--- config.mk ---
export PLATFORM = sky130hd
export DESIGN_NAME = bmp_rle8_decoder_top
export DESIGN_NICKNAME = d
export VERILOG_FILES = /design/src/hdl/brd_pkg.sv /design/src/hdl/brd_parser.sv /design/src/hdl/brd_queue.sv /design/src/hdl/bmp_rle8_decoder_top.sv
export SDC_FILE = /design/constraint.sdc
export NUM_CORES = 1
export LEC_CHECK = 0
export ABC_AREA = 1
export BUFFER_PORTS_ARGS = -buffer_cell sky130_fd_sc_hd__buf_4
export CORE_ASPECT_RATIO = 1.4
export CORE_MARGIN = 2
export CORE_UTILIZATION = 60
export DETAILED_ROUTE_END_ITERATION = 8
export PLACE_DENSITY = 0.91
export SLEW_MARGIN = 20
export SYNTH_ARGS = -nofsm -noshare
export SYNTH_HDL_FRONTEND = slang
export SYNTH_SLANG_ARGS = --single-unit
--- constraint.sdc ---
create_clock -name clk -period 8.5 [get_ports clk]
set_input_delay 2.125 -clock clk [delete_from_list [all_inputs] [get_ports clk]]
set_output_delay 2.125 -clock clk [all_outputs]
set_load 0.1 [all_outputs]
--- src/hdl/brd_pkg.sv ---
// Shared types, constants and helpers for the run-length-8 bitmap decoder.
// No dependencies; used by the parser, the result queue and the top level.
package brd_pkg;

  // Largest image side the decoder handles, and the cursor saturation value.
  localparam int unsigned MAX_DIM    = 4096;
  localparam int unsigned DIM_W      = 13;
  localparam int unsigned COORD_W    = 12;
  localparam logic [DIM_W-1:0] DIM_LIMIT  = DIM_W'(MAX_DIM);
  localparam logic [DIM_W-1:0] CURSOR_MAX = '1;

  // Result queue depth between the parser and the output side.
  localparam int unsigned QUEUE_DEPTH = 2;
  localparam int unsigned QPTR_W      = $clog2(QUEUE_DEPTH);
  localparam int unsigned QCNT_W      = $clog2(QUEUE_DEPTH + 1);

  // Configuration register indexes (byte address is 4 * index).
  localparam logic REG_IMAGE_WIDTH  = 1'b0;
  localparam logic REG_IMAGE_HEIGHT = 1'b1;

  // Escape codes that follow a zero count byte.
  localparam logic [7:0] ESC_END_OF_LINE   = 8'd0;
  localparam logic [7:0] ESC_END_OF_BITMAP = 8'd1;
  localparam logic [7:0] ESC_DELTA         = 8'd2;

  // Parse phase, one-hot.
  typedef enum logic [5:0] {
    PH_COUNT   = 6'b000001,
    PH_VALUE   = 6'b000010,
    PH_DX      = 6'b000100,
    PH_DY      = 6'b001000,
    PH_LITERAL = 6'b010000,
    PH_PAD     = 6'b100000
  } phase_t;

  // One result transaction.
  typedef struct packed {
    logic [COORD_W-1:0] run_x;
    logic [COORD_W-1:0] run_row;
    logic [7:0]         run_length;
    logic [7:0]         pixel_index;
    logic               finished;
  } result_t;

  // Saturating cursor add.
  function automatic logic [DIM_W-1:0] sat_add(input logic [DIM_W-1:0] a,
                                               input logic [7:0] b);
    logic [DIM_W:0] sum;
    sum = {1'b0, a} + {{(DIM_W-7){1'b0}}, b};
    return sum[DIM_W] ? CURSOR_MAX : sum[DIM_W-1:0];
  endfunction

  // Clamp a configured dimension to MAX_DIM.
  function automatic logic [DIM_W-1:0] eff_dim(input logic [DIM_W-1:0] r);
    return (r > DIM_LIMIT) ? DIM_LIMIT : r;
  endfunction

endpackage

--- src/hdl/brd_parser.sv ---
// Front end of the decoder: parses one byte per accepted transaction,
// keeps the cursor and phase, and pushes run results. Depends on brd_pkg.
module brd_parser (
  input  logic                     clk,
  input  logic                     rst,
  input  logic                     accept,
  input  logic [7:0]               data_byte,
  input  logic                     start_of_image,
  input  logic                     last_byte,
  input  logic [brd_pkg::DIM_W-1:0] image_width,
  input  logic [brd_pkg::DIM_W-1:0] image_height,
  output logic                     push,
  output brd_pkg::result_t         result
);

  brd_pkg::phase_t              phase, phase_next;
  logic [brd_pkg::DIM_W-1:0]    cursor_x, cursor_x_next;
  logic [brd_pkg::DIM_W-1:0]    cursor_row, cursor_row_next;
  logic [7:0]                   held_count, held_count_next;
  logic [7:0]                   literal_left, literal_left_next;
  logic                         pad_pending, pad_pending_next;
  logic                         decode_done, decode_done_next;

  // State as seen by this byte, after an optional start-of-image clear.
  brd_pkg::phase_t              ph;
  logic [brd_pkg::DIM_W-1:0]    cx, cr, w, h, room;
  logic [7:0]                   hc, ll, ll_dec, n;
  logic                         pp, dn, fin, wr;

  always_comb begin
    ph     = start_of_image ? brd_pkg::PH_COUNT : phase;
    cx     = start_of_image ? '0 : cursor_x;
    cr     = start_of_image ? '0 : cursor_row;
    hc     = start_of_image ? '0 : held_count;
    ll     = start_of_image ? '0 : literal_left;
    pp     = start_of_image ? 1'b0 : pad_pending;
    dn     = start_of_image ? 1'b0 : decode_done;
    w      = brd_pkg::eff_dim(image_width);
    h      = brd_pkg::eff_dim(image_height);
    room   = w - cx;
    n      = ({5'b0, hc} < room) ? hc : room[7:0];
    ll_dec = (ll != 8'd0) ? ll - 8'd1 : 8'd0;

    phase_next        = ph;
    cursor_x_next     = cx;
    cursor_row_next   = cr;
    held_count_next   = hc;
    literal_left_next = ll;
    pad_pending_next  = pp;
    decode_done_next  = dn;
    fin               = 1'b0;
    wr                = 1'b0;
    result            = '0;

    if (!dn) begin
      if (cr >= h) begin
        fin = 1'b1;
      end else begin
        case (ph)
          brd_pkg::PH_COUNT: begin
            held_count_next = data_byte;
            phase_next      = brd_pkg::PH_VALUE;
          end
          brd_pkg::PH_VALUE: begin
            phase_next = brd_pkg::PH_COUNT;
            if (hc != 8'd0) begin
              // Encoded run, clipped to the row width.
              if (cx < w) begin
                wr                 = 1'b1;
                result.run_length  = n;
                result.pixel_index = data_byte;
                cursor_x_next      = cx + {5'b0, n};
              end
            end else if (data_byte == brd_pkg::ESC_END_OF_LINE) begin
              cursor_x_next   = '0;
              cursor_row_next = brd_pkg::sat_add(cr, 8'd1);
              fin             = (brd_pkg::sat_add(cr, 8'd1) >= h);
            end else if (data_byte == brd_pkg::ESC_END_OF_BITMAP) begin
              fin = 1'b1;
            end else if (data_byte == brd_pkg::ESC_DELTA) begin
              phase_next = brd_pkg::PH_DX;
            end else begin
              literal_left_next = data_byte;
              pad_pending_next  = data_byte[0];
              phase_next        = brd_pkg::PH_LITERAL;
            end
          end
          brd_pkg::PH_DX: begin
            held_count_next = data_byte;
            phase_next      = brd_pkg::PH_DY;
          end
          brd_pkg::PH_DY: begin
            cursor_x_next   = brd_pkg::sat_add(cx, hc);
            cursor_row_next = brd_pkg::sat_add(cr, data_byte);
            phase_next      = brd_pkg::PH_COUNT;
            fin             = (brd_pkg::sat_add(cr, data_byte) >= h);
          end
          brd_pkg::PH_LITERAL: begin
            // Literal bytes past the row width are consumed silently.
            if (cx < w) begin
              wr                 = 1'b1;
              result.run_length  = 8'd1;
              result.pixel_index = data_byte;
              cursor_x_next      = cx + brd_pkg::DIM_W'(1);
            end
            literal_left_next = ll_dec;
            if (ll_dec == 8'd0) begin
              phase_next = pp ? brd_pkg::PH_PAD : brd_pkg::PH_COUNT;
            end
          end
          default: begin
            pad_pending_next = 1'b0;
            phase_next       = brd_pkg::PH_COUNT;
          end
        endcase
      end
      if (last_byte) begin
        fin = 1'b1;
      end
      if (fin) begin
        decode_done_next = 1'b1;
      end
    end

    if (wr) begin
      result.run_x   = cx[brd_pkg::COORD_W-1:0];
      result.run_row = cr[brd_pkg::COORD_W-1:0];
    end
    result.finished = fin;
    push            = accept && !dn && (wr || fin);
  end

  // Parser state advances once per accepted byte.
  always_ff @(posedge clk) begin
    if (rst) begin
      phase        <= brd_pkg::PH_COUNT;
      cursor_x     <= '0;
      cursor_row   <= '0;
      held_count   <= '0;
      literal_left <= '0;
      pad_pending  <= 1'b0;
      decode_done  <= 1'b0;
    end else if (accept) begin
      phase        <= phase_next;
      cursor_x     <= cursor_x_next;
      cursor_row   <= cursor_row_next;
      held_count   <= held_count_next;
      literal_left <= literal_left_next;
      pad_pending  <= pad_pending_next;
      decode_done  <= decode_done_next;
    end
  end

  // A finishing result leaves the parser done.
  a_fin_sets_done: assert property (@(posedge clk) disable iff (rst)
    push && result.finished |=> decode_done)
    else $error("finishing result did not set decode_done");

  // Once done, nothing is pushed until a start of image.
  a_done_quiet: assert property (@(posedge clk) disable iff (rst)
    decode_done && accept && !start_of_image |-> !push)
    else $error("result pushed after decoding finished");

endmodule

--- src/hdl/brd_queue.sv ---
// Back end of the decoder: a short result queue that drives the output
// channel, so the parser and the consumer stall independently. Depends on brd_pkg.
module brd_queue (
  input  logic             clk,
  input  logic             rst,
  input  logic             push,
  input  brd_pkg::result_t push_data,
  output logic             full,
  output logic             out_valid,
  input  logic             out_stall,
  output brd_pkg::result_t head
);

  brd_pkg::result_t               entries [brd_pkg::QUEUE_DEPTH];
  logic [brd_pkg::QPTR_W-1:0]     wr_ptr, rd_ptr;
  logic [brd_pkg::QCNT_W-1:0]     count;
  logic                           pop;

  assign full      = (count == brd_pkg::QCNT_W'(brd_pkg::QUEUE_DEPTH));
  assign out_valid = (count != '0);
  assign pop       = out_valid && !out_stall;
  assign head      = entries[rd_ptr];

  // Entry storage; payload needs no reset.
  always_ff @(posedge clk) begin
    if (push) begin
      entries[wr_ptr] <= push_data;
    end
  end

  // Pointers and fill count.
  always_ff @(posedge clk) begin
    if (rst) begin
      wr_ptr <= '0;
      rd_ptr <= '0;
      count  <= '0;
    end else begin
      if (push) begin
        wr_ptr <= wr_ptr + brd_pkg::QPTR_W'(1);
      end
      if (pop) begin
        rd_ptr <= rd_ptr + brd_pkg::QPTR_W'(1);
      end
      case ({push, pop})
        2'b10:   count <= count + brd_pkg::QCNT_W'(1);
        2'b01:   count <= count - brd_pkg::QCNT_W'(1);
        default: count <= count;
      endcase
    end
  end

  a_no_overflow: assert property (@(posedge clk) disable iff (rst)
    full |-> !push)
    else $error("push into a full result queue");

  a_count_bound: assert property (@(posedge clk) disable iff (rst)
    count <= brd_pkg::QCNT_W'(brd_pkg::QUEUE_DEPTH))
    else $error("result queue count out of range");

  a_push_shows: assert property (@(posedge clk) disable iff (rst)
    push |=> out_valid)
    else $error("pushed result not visible at the output");

endmodule

--- src/hdl/bmp_rle8_decoder_top.sv ---
// Top level of the run-length-8 bitmap decoder: configuration registers,
// parser front end and result queue. Depends on brd_pkg, brd_parser, brd_queue.
//
// The decoder takes one compressed byte per clock cycle while in_stall is low
// and produces at most one run result per byte, queued when the byte is
// accepted. The parser updates the cursor and parse phase once per accepted
// byte; a two-entry result queue sits between the parser and the output, so
// input bytes keep flowing while a result waits to be taken, and in_stall
// rises only when both queue entries are occupied. The user writes image_width
// (address 0) and image_height (address 4) through the APB port only while the
// decoder is idle; the block does not enforce this. Values above 4096 act as 4096.
module bmp_rle8_decoder_top (
  input  logic        clk,
  input  logic        rst,
  // APB configuration port
  input  logic        psel,
  input  logic        penable,
  input  logic        pwrite,
  input  logic [2:0]  paddr,
  input  logic [31:0] pwdata,
  output logic [31:0] prdata,
  output logic        pready,
  // Input byte channel
  input  logic        in_valid,
  output logic        in_stall,
  input  logic [7:0]  data_byte,
  input  logic        start_of_image,
  input  logic        last_byte,
  // Result channel
  output logic        out_valid,
  input  logic        out_stall,
  output logic [11:0] run_x,
  output logic [11:0] run_row,
  output logic [7:0]  run_length,
  output logic [7:0]  pixel_index,
  output logic        finished
);

  logic [brd_pkg::DIM_W-1:0] image_width, image_height;
  logic                      cfg_write, accept, push, full;
  brd_pkg::result_t          result, head;

  // Configuration registers.
  assign pready    = 1'b1;
  assign cfg_write = psel && penable && pwrite;

  always_ff @(posedge clk) begin
    if (rst) begin
      image_width  <= brd_pkg::DIM_W'(1);
      image_height <= brd_pkg::DIM_W'(1);
    end else if (cfg_write) begin
      case (paddr[2])
        brd_pkg::REG_IMAGE_WIDTH:  image_width  <= pwdata[brd_pkg::DIM_W-1:0];
        brd_pkg::REG_IMAGE_HEIGHT: image_height <= pwdata[brd_pkg::DIM_W-1:0];
        default: ;
      endcase
    end
  end

  always_comb begin
    case (paddr[2])
      brd_pkg::REG_IMAGE_WIDTH:  prdata = {19'b0, image_width};
      brd_pkg::REG_IMAGE_HEIGHT: prdata = {19'b0, image_height};
      default:                   prdata = '0;
    endcase
  end

  // Input transaction handshake.
  assign in_stall = full;
  assign accept   = in_valid && !full;

  brd_parser u_parser (
    .clk            (clk),
    .rst            (rst),
    .accept         (accept),
    .data_byte      (data_byte),
    .start_of_image (start_of_image),
    .last_byte      (last_byte),
    .image_width    (image_width),
    .image_height   (image_height),
    .push           (push),
    .result         (result)
  );

  brd_queue u_queue (
    .clk       (clk),
    .rst       (rst),
    .push      (push),
    .push_data (result),
    .full      (full),
    .out_valid (out_valid),
    .out_stall (out_stall),
    .head      (head)
  );

  // Result transaction fields.
  assign run_x       = head.run_x;
  assign run_row     = head.run_row;
  assign run_length  = head.run_length;
  assign pixel_index = head.pixel_index;
  assign finished    = head.finished;

endmodule

After elaboration in Yosys (flattened, before gate mapping). Memory sizes are Yosys's and may differ from the RTL's. A register that Yosys moved wholly into a read port is not among the register bits. Index checks and enable logic that the tools add are counted. W data, S select, Z words.

Flip-flop bits (word level): 80. Bits in writable memories: 82. Output and inout port bits: 76. Logic and storage cells: 142. Memories: 1.

Memories: u_queue.entries (words 2, width 41, rd ports 1, clocked after Yosys merged registers in 1, wr ports 1, RTL line brd_queue.sv:14) `brd_pkg::result_t entries [brd_pkg::QUEUE_DEPTH];`.

Add/subtract/negate cells: 11. $lt $le $gt $ge: 7. Equality and inequality tests: 10. Multiplexer cells: 80. Bitwise logic cells: 1. Reduce and logical (&&, ||, !) cells: 20.

Operators by type and width (count): $mux W13 (17); $mux W8 (13); $mux W16 (4); $pmux W32 S2 (1); $mux W6 (8); $ge A13 B13 Y1 (3); $pmux W13 S3 (1); $pmux W16 S2 (1); $add A13 B8 Y14 (2); $gt A13 B13 Y1 const B (2); $pmux W13 S2 (1); $mux W1 (25); $mux W24 (1); $pmux W6 S4 (1); $logic_not A8 Y1 (2); $pmux W8 S2 (1); $reduce_bool A8 Y1 (2); $add A13 B1 Y14 const B (1); $add A13 B1 Y13 const B (1); $add A13 B8 Y13 (1); $lt A13 B13 Y1 (1); $lt A8 B13 Y1 (1); $sub A13 B13 Y13 (1); $mux W9 (1); 24 further kinds (37).

Depth between registers and ports, before layout. Gate-level depths: netlist of run 1.

Word-level depth: 15. Depth in mapped cells: 35. Gate-level depth less buffers: 34.

Hierarchy. Synthesis of run 1 repeated with hierarchy kept, for this count alone.

Cell total of the unflattened synthesis: 1868. Area total of the unflattened synthesis: 13112.6 um^2.

Modules (own cells, without submodules): brd_parser (instances 1, cells each 1480, area each 8274.2 um^2); brd_queue (instances 1, cells each 166, area each 3405.8 um^2); bmp_rle8_decoder_top (instances 1, cells each 222, area each 1432.6 um^2).

Worst setup path before layout of run 1. OpenSTA, ideal clock, no wires.

Kind: input to register. From: input start_of_image. To: memory u_queue.entries[0][0] (netlist bit) (enable). Arrival: 7.158 ns. Data required time: 8.061 ns. Path slack: 0.903 ns. Stages: 23. Cells stage by stage: buf_6 buf_4 clkbuf_1 nor2_1 ha_1 inv_1 fa_1 o21ai_0 nand3_1 nand2_1 xor2_1 or2_2 ha_1 nand2_1 nor2_1 nand2_1 o21bai_1 nand3_1 nand2_1 nand3_1 nand2b_1 nand2_1 nor2_1.

Cells in the longest elaborated chain, start to end: 15. Elaborated cells between the ends (all ways): 35. Those cells by class: add/sub: 2; order compare: 4; eq/ne: 3; mux: 21; reduce/logical: 5.

Ends and longest elaborated chain: start, declared (RTL line bmp_rle8_decoder_top.sv:27) `input logic start_of_image,`; $mux W13 (RTL line brd_parser.sv:33) `cr = start_of_image ? '0 : cursor_row;`; $add A13 B1 Y14 (RTL line brd_pkg.sv:49) `sum = {1'b0, a} + {{(DIM_W-7){1'b0}}, b};`; $mux W13 (RTL line brd_pkg.sv:50) `return sum[DIM_W] ? CURSOR_MAX : sum[DIM_W-1:0];`; $ge A13 B13 Y1 (RTL line brd_parser.sv:77) `fin = (brd_pkg::sat_add(cr, 8'd1) >= h);`; $mux W1 (RTL line brd_parser.sv:74) `end else if (data_byte == brd_pkg::ESC_END_OF_LINE) begin`; $mux W1 (RTL line brd_parser.sv:66) `if (hc != 8'd0) begin`; $pmux W1 S2 (RTL line brd_parser.sv:59) `case (ph)`; $mux W1 (RTL line brd_parser.sv:56) `if (cr >= h) begin`; $mux W1 (RTL line brd_parser.sv:117) `if (last_byte) begin`; $mux W1 (2 in series) (RTL line brd_parser.sv:55) `if (!dn) begin`; $logic_or A1 B1 Y1 (RTL line brd_parser.sv:130) `push = accept && !dn && (wr || fin);`; $logic_and A1 B1 Y1 (*) (RTL line brd_parser.sv:130); $mux W1 (*) (RTL line brd_queue.sv:26) `if (push) begin`; $mux W1 (implied by the code) (*) (RTL line brd_queue.sv:27) `entries[wr_ptr] <= push_data;`; end, declared (RTL line brd_queue.sv:14).

Mark *: on every way between the ends. The rest lies on a longest branch, timed or not. The select of a mux whose other input is x is not followed.

Final worst setup path of run 1.
From: input start_of_image. To: register u_parser.cursor_x[12] (netlist bit).

Cells in the longest elaborated chain, start to end: 10. Elaborated cells between the ends (all ways): 25. Those cells by class: add/sub: 4; order compare: 3; eq/ne: 3; mux: 14; reduce/logical: 1.

Ends and longest elaborated chain: $mux W13 (RTL line brd_parser.sv:32) `cx = start_of_image ? '0 : cursor_x;`; $sub A13 B13 Y13 (RTL line brd_parser.sv:40) `room = w - cx;`; $lt A8 B13 Y1 (RTL line brd_parser.sv:41) `n = ({5'b0, hc} < room) ? hc : room[7:0];`; $mux W8 (RTL line brd_parser.sv:41); $add A13 B8 Y13 (RTL line brd_parser.sv:72) `cursor_x_next = cx + {5'b0, n};`; $mux W13 (RTL line brd_parser.sv:68) `if (cx < w) begin`; $mux W13 (RTL line brd_parser.sv:66); $pmux W13 S3 (RTL line brd_parser.sv:59); $mux W13 (RTL line brd_parser.sv:56); $mux W13 (*) (RTL line brd_parser.sv:55); end signal, assigned (RTL line brd_parser.sv:145) `cursor_x <= cursor_x_next;`; end, declared (RTL line brd_parser.sv:17) `logic [brd_pkg::DIM_W-1:0] cursor_x, cursor_x_next;`.

Mark *: on every way between the ends. The rest lies on a longest branch, timed or not. A chain may end at the register's enable or synchronous reset.

==> results of run 1 <==
## flip-flops by register name, indices dropped and copies added (netlist names), named ones only
register               count
u_parser.cursor_x         13
u_parser.pad_pending       1
u_parser.decode_done       1
u_queue.count              2
u_queue.rd_ptr             1
u_parser.cursor_row       13
u_queue.entries           82
u_parser.literal_left      8
u_queue.wr_ptr             1
image_width               13
u_parser.held_count        8
image_height              13
u_parser.phase             6
## cell families (layout without fill, tap and decap cells)
| kind of cell | Yosys count | after routing | synth area share [%] |
|---|---|---|---|
| fa+ha+maj | 92 | 92 | 9.05 |
| xor+xnor | 23 | 23 | 1.54 |
| other cells | 2 | 20 | 0.0575 |
| compound gates | 322 | 322 | 13.1 |
| mux | 41 | 41 | 3.54 |
| buf+inv | 289 | 352 | 9.48 |
| simple gates | 930 | 930 | 31.9 |
| flops | 163 | 163 | 31.3 |
## metrics by stage
step | hold slack (ps) | setup WS [ps] | cell area [µm²]
4_1_cts | 460 | 1410 | 14400
2_1_floorplan | 422 | 903 | 13100
3_3_place_gp | 430 | 1100 | 13800
5_1_grt | 482 | 754 | 14400
6_report | 459 | 1250 | 14400
3_5_place_dp | 446 | 955 | 13800
## final cells by class
type	count	area [µm²]
Fill cell	1864	6890
Clock inverter	15	165
Multi-Input combinational cell	1428	7810
Sequential cell	163	4090
Inverter	219	825
Clock buffer	17	425
Tap cell	260	325
Timing Repair Buffer	101	758
## Yosys cell counts, types with 2 or more instances
cell       instances  area share, %
o21ai_2            5           0.34
o21bai_1           3           0.17
nand3b_1           6           0.35
a31oi_1            4           0.19
nand3_2            5           0.38
nand2_1          437             13
nor2_2            18           0.86
a21oi_1          149            5.7
nand2_4            9           0.78
conb_1             2          0.058
nor3_4             2           0.25
buf_6              3           0.26
buf_4             23            1.3
clkinv_1           4           0.11
o21ai_0          127            4.9
nor3_1            10           0.38
dfxtp_1           81             12
buf_1              5           0.14
nand4_1           40            1.9
o211ai_1          10           0.58
edfxtp_1          82             19
mux2_2            41            3.5
nor2_4             7           0.60
nor2_1           227            6.5
nand3_1          137            5.3
o2111ai_1          3           0.20
nand2_8            2           0.31
inv_2             13           0.37
or2_2              5           0.24
xor2_1            15            1.0
nor4_1             5           0.24
fa_1               4           0.61
o21a_1             3           0.17
o21ai_1            7           0.27
inv_1            201            5.8
clkbuf_1          26           0.75
nand4_2            2           0.19
nand2_2           10           0.48
nor3_2             4           0.31
xnor2_1            8           0.54
ha_1              88            8.4
a21o_1             3           0.17
o22ai_1            4           0.19
buf_2             11           0.42
## cell usage in the layout (no fill, tap or decap), drive strengths merged, types with 5 or more instances in the layout
cell,count
clkinv,12
xnor2,8
buf,101
nor3,16
nand3,143
nand3b,6
o21ai,139
clkbuf,17
o211ai,10
a21oi,149
xor2,15
conb,20
inv,222
mux2,41
edfxtp,82
dfxtp,81
or2,5
nand4,42
ha,88
nor2,252
nand2,458
nor4,5
## worst max-delay path by stage
stage	slack, ps	end	cells after the start
3_3_place_gp	1100	u_parser.cursor_x[12]$_SDFFE_PP0P_	30
6_report	1250	u_parser.cursor_x[12]$_SDFFE_PP0P_	30
4_1_cts	1410	u_parser.cursor_x[8]$_SDFFE_PP0P_	30
3_5_place_dp	960	u_parser.cursor_x[8]$_SDFFE_PP0P_	30
5_1_grt	750	u_parser.cursor_x[12]$_SDFFE_PP0P_	30
2_1_floorplan	900	u_queue.entries[0][0]$_DFFE_PP_	23
## where the power goes
part	total, mW	switching [mW]	internal [mW]
Clock	0.774	0.380	0.394
Sequential	1.05	0.0934	0.960
Combinational	2.03	1.50	0.522
Total	3.85	1.98	1.88
## metal layers
layer  vias to the layer above  track usage [%]  part of all wire (%)
li1                       6303                -                     -
met1                      6046             44.0                    38
met2                       762             62.4                    48
met3                       187             5.70                   8.2
met4                         0             20.9                   5.6
met5                         -                0                     0
## worst max-delay path, delay by kind of cell
kind	cells	cell delay (ps)
AO/OA/AOI/OAI	5	1020
AND/OR/NAND/NOR	17	2150
buffers and inverters	4	980
adder cells (fa/ha/maj)	3	1140
XOR/XNOR	1	150
==> results.toml, run 1 <==
[outcome]
status = "complete, no violations"

[clock_network]
post-cts-setup-buffer-count = 0
clk_path_buf_depth = 2
ctsResizeCount = 0
path_clk_slew_ps = 80
ctsHoldBuffers = 0
htree_levels = 4
clockRootBuffer = "clkbuf_16"
clock_sinks = 163
insertion_delay_ps = 450
cts_tree = "done"
numCtsBuffers = 17

[place]
io_buffers = 86
dpl.cell_count = 2171
place.gp.congestion = 1.05
place_hpwl_mm = 32.0

[pwr]
power_mw = 3.85
ir_drop_v = 0.000166
p_per_area_mw_per_mm2 = 268
leakagePower_nw = 6.68

[worst_setup_path]
cp-start-kind = "primary input"
crit_slowest_cell = "inv_4"
cp-end-kind = "flop"
slowest_delay_ps = 520
r2r_slack_ps = 2880
reg2reg_from = "image_width[0]$_SDFFE_PP1P_"
cpMostUsedCell = "nand2_1"
cp_data_arrival_time_ps = 7580
r2r_cells = 32
worstPathRequired_ps = 8830
reg2reg_to = "u_parser.cursor_x[12]$_SDFFE_PP0P_"
cp_max_fo = 31
crit_type = "in2reg"
crit_start = "start_of_image"

[synthesis]
ys_types = 55
yosys_register_bits = 163
syn_avg_cell_area_um2 = 7.01
synth_cells = 1862
ys.flop_type = "edfxtp_1"
ys_warn_count = 0
seq_area_frac_synth_pct = 31.3
netlist_area_mm2 = 0.0131
synthArstFlopShare_pct = 0
synth_edf_count = 82

[hold_path]
min_path_cells = 1
holdPathEnd = "u_queue.count[1]$_SDFFE_PP0P_"
hp-class = "reg2reg"
hp-start = "u_queue.count[1]$_SDFFE_PP0P_"

[final_layout]
drive_above_1_share_pct = 13.5
areaGrowthSynthToFinish_pct = 10.3
fin_cells = 2203
fin_nets = 2074
antenna_cells = 0
utilization_pct = 67.6

[global_routing]
antenna_found_initial = 0
grt.overflow.total = 0
grt_pass1_vias = 12500
grt_max_degree = 53
grt_pass1_wl_mm = 65.1
grt_usage_pct = 36.7

[timing]
setup_violations = 0
report.final.slew_viol_count = 0
finClkSkew_ps = 13.1
rsz0062_at_grt = "no"
finalCritPeriodShare_pct = 85.4
hold_viol_final = 0
clock.fmax_ghz = 0.138
relSlewSlack_pct = 31.8
period_needed_ps = 7250
tightest_slew_ps = 1020
finalSetupTns_ps = 0

[drt]
wl_per_cell_um = 19.3
drtIter0Drc = 1656
via_per_inst = 6.04
wl_mm = 42.5
postRouteAntennaNets = 0
firstDrtPassIters = 6
drc = 0
vias = 13300

[die]
initial_utilization_pct = 61.3
io_pins = 128
rows = 63
die-width_um = 129
die-area_mm2 = 0.0230
core_area_mm2 = 0.0213
die_y_um = 179

[job]
cap_violations = 0
No activity file was read; power rests on OpenSTA's default activity.
==> inputs of run 2 (changes only) <==
Settings changed: CORE_UTILIZATION 60 to 45, PLACE_DENSITY 0.91 to 0.73, SYNTH_HIERARCHICAL set to 1.
==> results.toml, run 2 <==
[timing]
setup_violations = 0
finalSetupTns_ps = 0
tightest_slew_ps = 981
report.final.slew_viol_count = 0
period_needed_ps = 7120
finClkSkew_ps = 15.0
clock.fmax_ghz = 0.140
relSlewSlack_pct = 34.5
finalCritPeriodShare_pct = 83.8
hold_viol_final = 0
rsz0062_at_grt = "no"

[die]
initial_utilization_pct = 46.0
core_area_mm2 = 0.0285
die-width_um = 148
rows = 73
die_y_um = 206
io_pins = 128
die-area_mm2 = 0.0305

[pwr]
power_mw = 3.75
p_per_area_mw_per_mm2 = 258
leakagePower_nw = 6.98
ir_drop_v = 0.000176

[outcome]
status = "complete, no violations"

[final_layout]
antenna_cells = 0
drive_above_1_share_pct = 12.3
largest_reg_flops = 82
fill_cells = 2846
layout_commonest_cell = "nand2_1"
design_area_mm2 = 0.0145
fin_cells = 2319
fin_nets = 2074
regMostFlops = "u_queue/entries"
layout_common_cells = "nand2_1 (461), nor2_1 (229), inv_1 (222)"
areaGrowthSynthToFinish_pct = 10.7

[clock_network]
path_clk_slew_ps = 80
clockRootBuffer = "clkbuf_16"
clk_path_buf_depth = 2
post-cts-setup-buffer-count = 0
numCtsBuffers = 17
ctsResizeCount = 0
insertion_delay_ps = 450
clock_sinks = 163
htree_levels = 4
ctsHoldBuffers = 0
cts_tree = "done"

[worst_setup_path]
crit_type = "in2reg"
worstPathRequired_ps = 8880
reg2reg_from = "image_width[0]$_SDFFE_PP1P_"
slowest_delay_ps = 550
r2r_cells = 31
crit_slowest_cell = "o21ai_0"
r2r_slack_ps = 2950
cp_max_fo = 24
cp-end-kind = "flop"
cp-start-kind = "primary input"
reg2reg_to = "u_parser/cursor_x[10]$_SDFFE_PP0P_"
cp_data_arrival_time_ps = 7500
cpMostUsedCell = "nand2_1"

[job]
cap_violations = 0

[synthesis]
synth_top_cell_by_area = "edfxtp_1"
synth_cells = 1868
ys_warn_count = 6
ys.flop_type = "edfxtp_1"
yosys_register_bits = 163
syn_avg_cell_area_um2 = 7.02
netlist_area_mm2 = 0.0131
synthArstFlopShare_pct = 0
synth.most_common_cell = "nand2_1"
ys_types = 55
synth_edf_count = 82
synth.top_cells.by_count = "nand2_1 (461), nor2_1 (232), inv_1 (222), a21oi_1 (139), nand3_1 (139)"
seq_area_frac_synth_pct = 31.1
synth_top_area_share_pct = 18.8
synthTopCellsByArea = "edfxtp_1 (19%), nand2_1 (13%), dfxtp_1 (12%), ha_1 (8.3%), nor2_1 (6.6%)"

[global_routing]
grt_usage_pct = 25.6
grt_pass1_wl_mm = 61.3
grt_pass1_vias = 11700
grt.overflow.total = 0
grt_max_degree = 43
antenna_found_initial = 0

[drt]
firstDrtPassIters = 5
via_per_inst = 5.51
vias = 12800
wl_per_cell_um = 17.1
postRouteAntennaNets = 0
drtIter0Drc = 908
drc = 0
wl_mm = 39.7

[place]
io_buffers = 86
dpl-instance-area_mm2 = 0.0139
place_hpwl_mm = 30.0
place.gp.congestion = 0.975
dpl.cell_count = 2287

[hold_path]
holdPathEnd = "u_parser/cursor_row[2]$_SDFFE_PP0P_"
hp-start = "u_parser/cursor_row[2]$_SDFFE_PP0P_"
min_path_cells = 2
hp-class = "reg2reg"
-- run 2: critical path: cells and delay by family --
family,cells,cell delay [ps]
simple gates,14,1860
compound gates,6,1330
fa+ha+maj,3,1160
buf+inv,5,890
xor+xnor,1,140
-- run 2: per-layer routing --
layer  part of all wire (%)  global-route usage (%)  vias to the layer above
met5                      0                       0                        -
met4                    5.3                    15.2                        0
met3                    6.2                    3.31                      123
met2                     50                    44.9                      542
met1                     39                    29.8                     5862
li1                       -                       -                     6258
-- run 2: cells by family (layout without fill, tap and decap cells) --
kind of cell / count (synthesis) / count (layout) / share of synthesized area, %
AND/OR/NAND/NOR: 948 / 948 / 31.2
buffers and inverters: 314 / 372 / 10.8
AO/OA/AOI/OAI: 283 / 283 / 11.5
flip-flops: 163 / 163 / 31.1
adder cells (fa/ha/maj): 91 / 91 / 8.91
multiplexers: 41 / 41 / 4.67
XOR/XNOR: 26 / 26 / 1.74
other: 2 / 20 / 0.0573
-- run 2: final cells by class --
type,instances,area [µm²],area share (%)
Multi-Input combinational cell,1409,7690,53.0
Sequential cell,163,4090,28.1
Inverter,238,896,6.17
Timing Repair Buffer,102,766,5.27
Tap cell,375,469,3.23
Clock buffer,17,425,2.93
Clock inverter,15,185,1.28
-- run 2: where the power goes --
group | internal (mW) | switching [mW]
Sequential | 0.955 | 0.0631
Combinational | 0.528 | 1.40
Clock | 0.424 | 0.373
Total | 1.91 | 1.84
-- run 2: worst max path at each step --
stage	from	slack (ps)	end
final	start_of_image	1380	u_parser/cursor_x[10]$_SDFFE_PP0P_
after global routing	start_of_image	870	u_parser/cursor_x[10]$_SDFFE_PP0P_
after CTS	start_of_image	1470	u_parser/cursor_x[10]$_SDFFE_PP0P_
after detailed placement	start_of_image	1030	u_parser/cursor_x[10]$_SDFFE_PP0P_
after global placement	start_of_image	1090	u_queue/entries[0][38]$_DFFE_PP_
after floorplan	start_of_image	1100	u_queue/entries[0][0]$_DFFE_PP_
-- run 2: stage by stage --
step	setup WS (ps)	hold slack, ps	utilization (%)
2_1_floorplan	1100	445	-
3_3_place_gp	1090	452	48.8
3_5_place_dp	1030	459	48.8
4_1_cts	1470	471	51.0
5_1_grt	874	500	51.0
6_report	1380	472	51.0
==> inputs of run 3 (changes only) <==
Settings changed: ABC_AREA 1 to 0, PLACE_DENSITY 0.73 to 0.74.
Clock period 8.5 ns to 7 ns, I/O delays scaled along.
==> results.toml, run 3 <==
[die]
die-width_um = 141
rows = 70
initial_utilization_pct = 45.7
io_pins = 128
die_y_um = 196
core_area_mm2 = 0.0260
die-area_mm2 = 0.0277

[final_layout]
antenna_cells = 0
design_area_mm2 = 0.0139
areaGrowthSynthToFinish_pct = 17.3
fin_nets = 1608
layout_common_cells = "buf_4 (170), nand2_1 (115), nor2_1 (112)"
layout_commonest_cell = "buf_4"
largest_reg_flops = 82
drive_above_1_share_pct = 20.0
regMostFlops = "u_queue/entries"
fill_cells = 2397

[synthesis]
ys_warn_count = 6
synth.most_common_cell = "nand2_1"
synthArstFlopShare_pct = 0
synthTopCellsByArea = "edfxtp_1 (21%), dfxtp_1 (14%), ha_1 (9.2%), mux2_2 (5.6%), nand2_1 (3.7%)"
synth_top_area_share_pct = 20.7
synth_cells = 1336
synth_edf_count = 82
syn_avg_cell_area_um2 = 8.89
ys_types = 83
netlist_area_mm2 = 0.0119
seq_area_frac_synth_pct = 34.4
synth.top_cells.by_count = "nand2_1 (116), nor2_1 (113), ha_1 (87), a21oi_1 (83), edfxtp_1 (82)"
yosys_register_bits = 163
synth_top_cell_by_area = "edfxtp_1"
ys.flop_type = "edfxtp_1"

[worst_setup_path]
slowest_delay_ps = 380
cp-end-kind = "flop"
cp_data_arrival_time_ps = 7010
crit_type = "in2reg"
cp-start-kind = "primary input"
crit_slowest_cell = "nor4_4"
cp_max_fo = 4
worstPathRequired_ps = 7310

[place]
pre_cts_ws_ps = -231
dpl-instance-area_mm2 = 0.0133
io_buffers = 86
place.gp.congestion = 1.02
place_hpwl_mm = 29.2

[drt]
via_per_inst = 6.18
wl_mm = 38.3
firstDrtPassIters = 5
drc = 0
wl_per_cell_um = 21.3
vias = 11100
drtIter0Drc = 1133
postRouteAntennaNets = 0

[clock_network]
cts_tree = "done"
clockRootBuffer = "clkbuf_16"
insertion_delay_ps = 440
clk_path_buf_depth = 2
numCtsBuffers = 17
htree_levels = 4
ctsHoldBuffers = 0
path_clk_slew_ps = 60
clock_sinks = 163

[global_routing]
grt.overflow.total = 0
grt_pass1_vias = 10900
antenna_found_initial = 0
grt_max_degree = 83
grt_usage_pct = 27.6
grt_pass1_wl_mm = 59.3

[timing]
period_needed_ps = 6710
setup_slack_ps = 294
hold_viol_final = 0
hold_ws_ps = 487
setup_violations = 0
rsz0062_at_grt = "no"
tightest_slew_ps = 1020
report.final.slew_viol_count = 0
finClkSkew_ps = 11.3
clock.fmax_ghz = 0.149
relSlewSlack_pct = 31.4
finalCritPeriodShare_pct = 95.8

[outcome]
status = "complete, no violations"

[pwr]
leakagePower_nw = 5.70
p_per_area_mw_per_mm2 = 291
ir_drop_v = 0.000205
power_mw = 4.05

[hold_path]
hp-class = "reg2reg"

[job]
cap_violations = 0
[run 3: cell count changes after synthesis, sizes merged, moves of 39 or more]
| cell | change |
|---|---|
| nand3 | -110 |
| inv | -188 |
| o21ai | -39 |
| nor2b | +41 |
| nand2 | -357 |
| nor2 | -135 |
| nand2b | +49 |
| a21oi | -56 |
[run 3: kinds of logic (layout without fill, tap and decap cells)]
kind of cell             after synthesis  after routing  synth area share (%)
flip-flops                           163            163                  34.4
adder cells (fa/ha/maj)               91             91                  9.84
other                                  2             20                0.0632
AO/OA/AOI/OAI                        339            339                  18.8
XOR/XNOR                              38             38                  2.80
AND/OR/NAND/NOR                      485            485                  20.8
multiplexers                          91             91                  8.29
buffers and inverters                127            251                  5.04
[run 3: per-layer routing]
| metal | global-route usage, % | vias to the layer above | part of all wire (%) | wire length (µm) |
|---|---|---|---|---|
| met3 | 4.71 | 168 | 6.6 | 2530 |
| met2 | 45.4 | 537 | 47 | 18200 |
| met1 | 32.9 | 5281 | 39 | 15000 |
| met4 | 18.4 | 0 | 7.0 | 2700 |
| li1 | - | 5143 | - | - |
| met5 | 0 | - | 0 | 0 |
[run 3: layout make-up]
class | count | area, µm² | area share [%]
sequential | 163 | 4090 | 29.3
clock inverter | 15 | 191 | 1.37
multi-input combinational | 1064 | 7330 | 52.6
timing repair buffer | 172 | 1320 | 9.45
inverter | 47 | 176 | 1.27
clock buffer | 17 | 425 | 3.05
tap | 324 | 405 | 2.91
[run 3: final timing paths]
kind,start,end,slack [ps],cells after the start
setup reg to reg,image_width[12]$_SDFFE_PP0P_,u_parser/cursor_x[12]$_SDFFE_PP0P_,1040,27
hold reg to reg,image_width[3]$_SDFFE_PP0P_,image_width[3]$_SDFFE_PP0P_,490,2
setup / recovery,start_of_image,u_parser/cursor_x[12]$_SDFFE_PP0P_,290,28
hold / removal,image_width[3]$_SDFFE_PP0P_,image_width[3]$_SDFFE_PP0P_,490,2
[run 3: where the power goes]
group          switching, mW  leakage, nW  internal [mW]  total, mW
Combinational           1.31         4.01          0.517       1.83
Sequential            0.0900         1.39           1.14       1.23
Clock                  0.442        0.303          0.545      0.987
Total                   1.85         5.70           2.20       4.05
[run 3: timing repair]
| action | 4_1_cts | 5_1_grt |
|---|---|---|
| hold endpoints to repair | 0 | 0 |
| buffers inserted | 0 | 1 |
| resized for setup | 0 | 7 |
| setup endpoints to repair | 0 | 7 |
[run 3: through the flow]
step,setup TNS [ps],utilization (%),std cells
after floorplan,-1.82,-,1354
after global placement,-548,51.0,1769
after detailed placement,-621,51.0,1769
after CTS,0,53.4,1801
after global routing,0,53.6,1802
final,0,53.6,1802
[run 3: worst max-delay path: cells and delay by family]
kind,cells,cell delay [ps]
AO/OA/AOI/OAI,10,2000
XOR/XNOR,2,300
adder cells (fa/ha/maj),3,930
buffers and inverters,5,690
multiplexers,1,300
AND/OR/NAND/NOR,7,1020
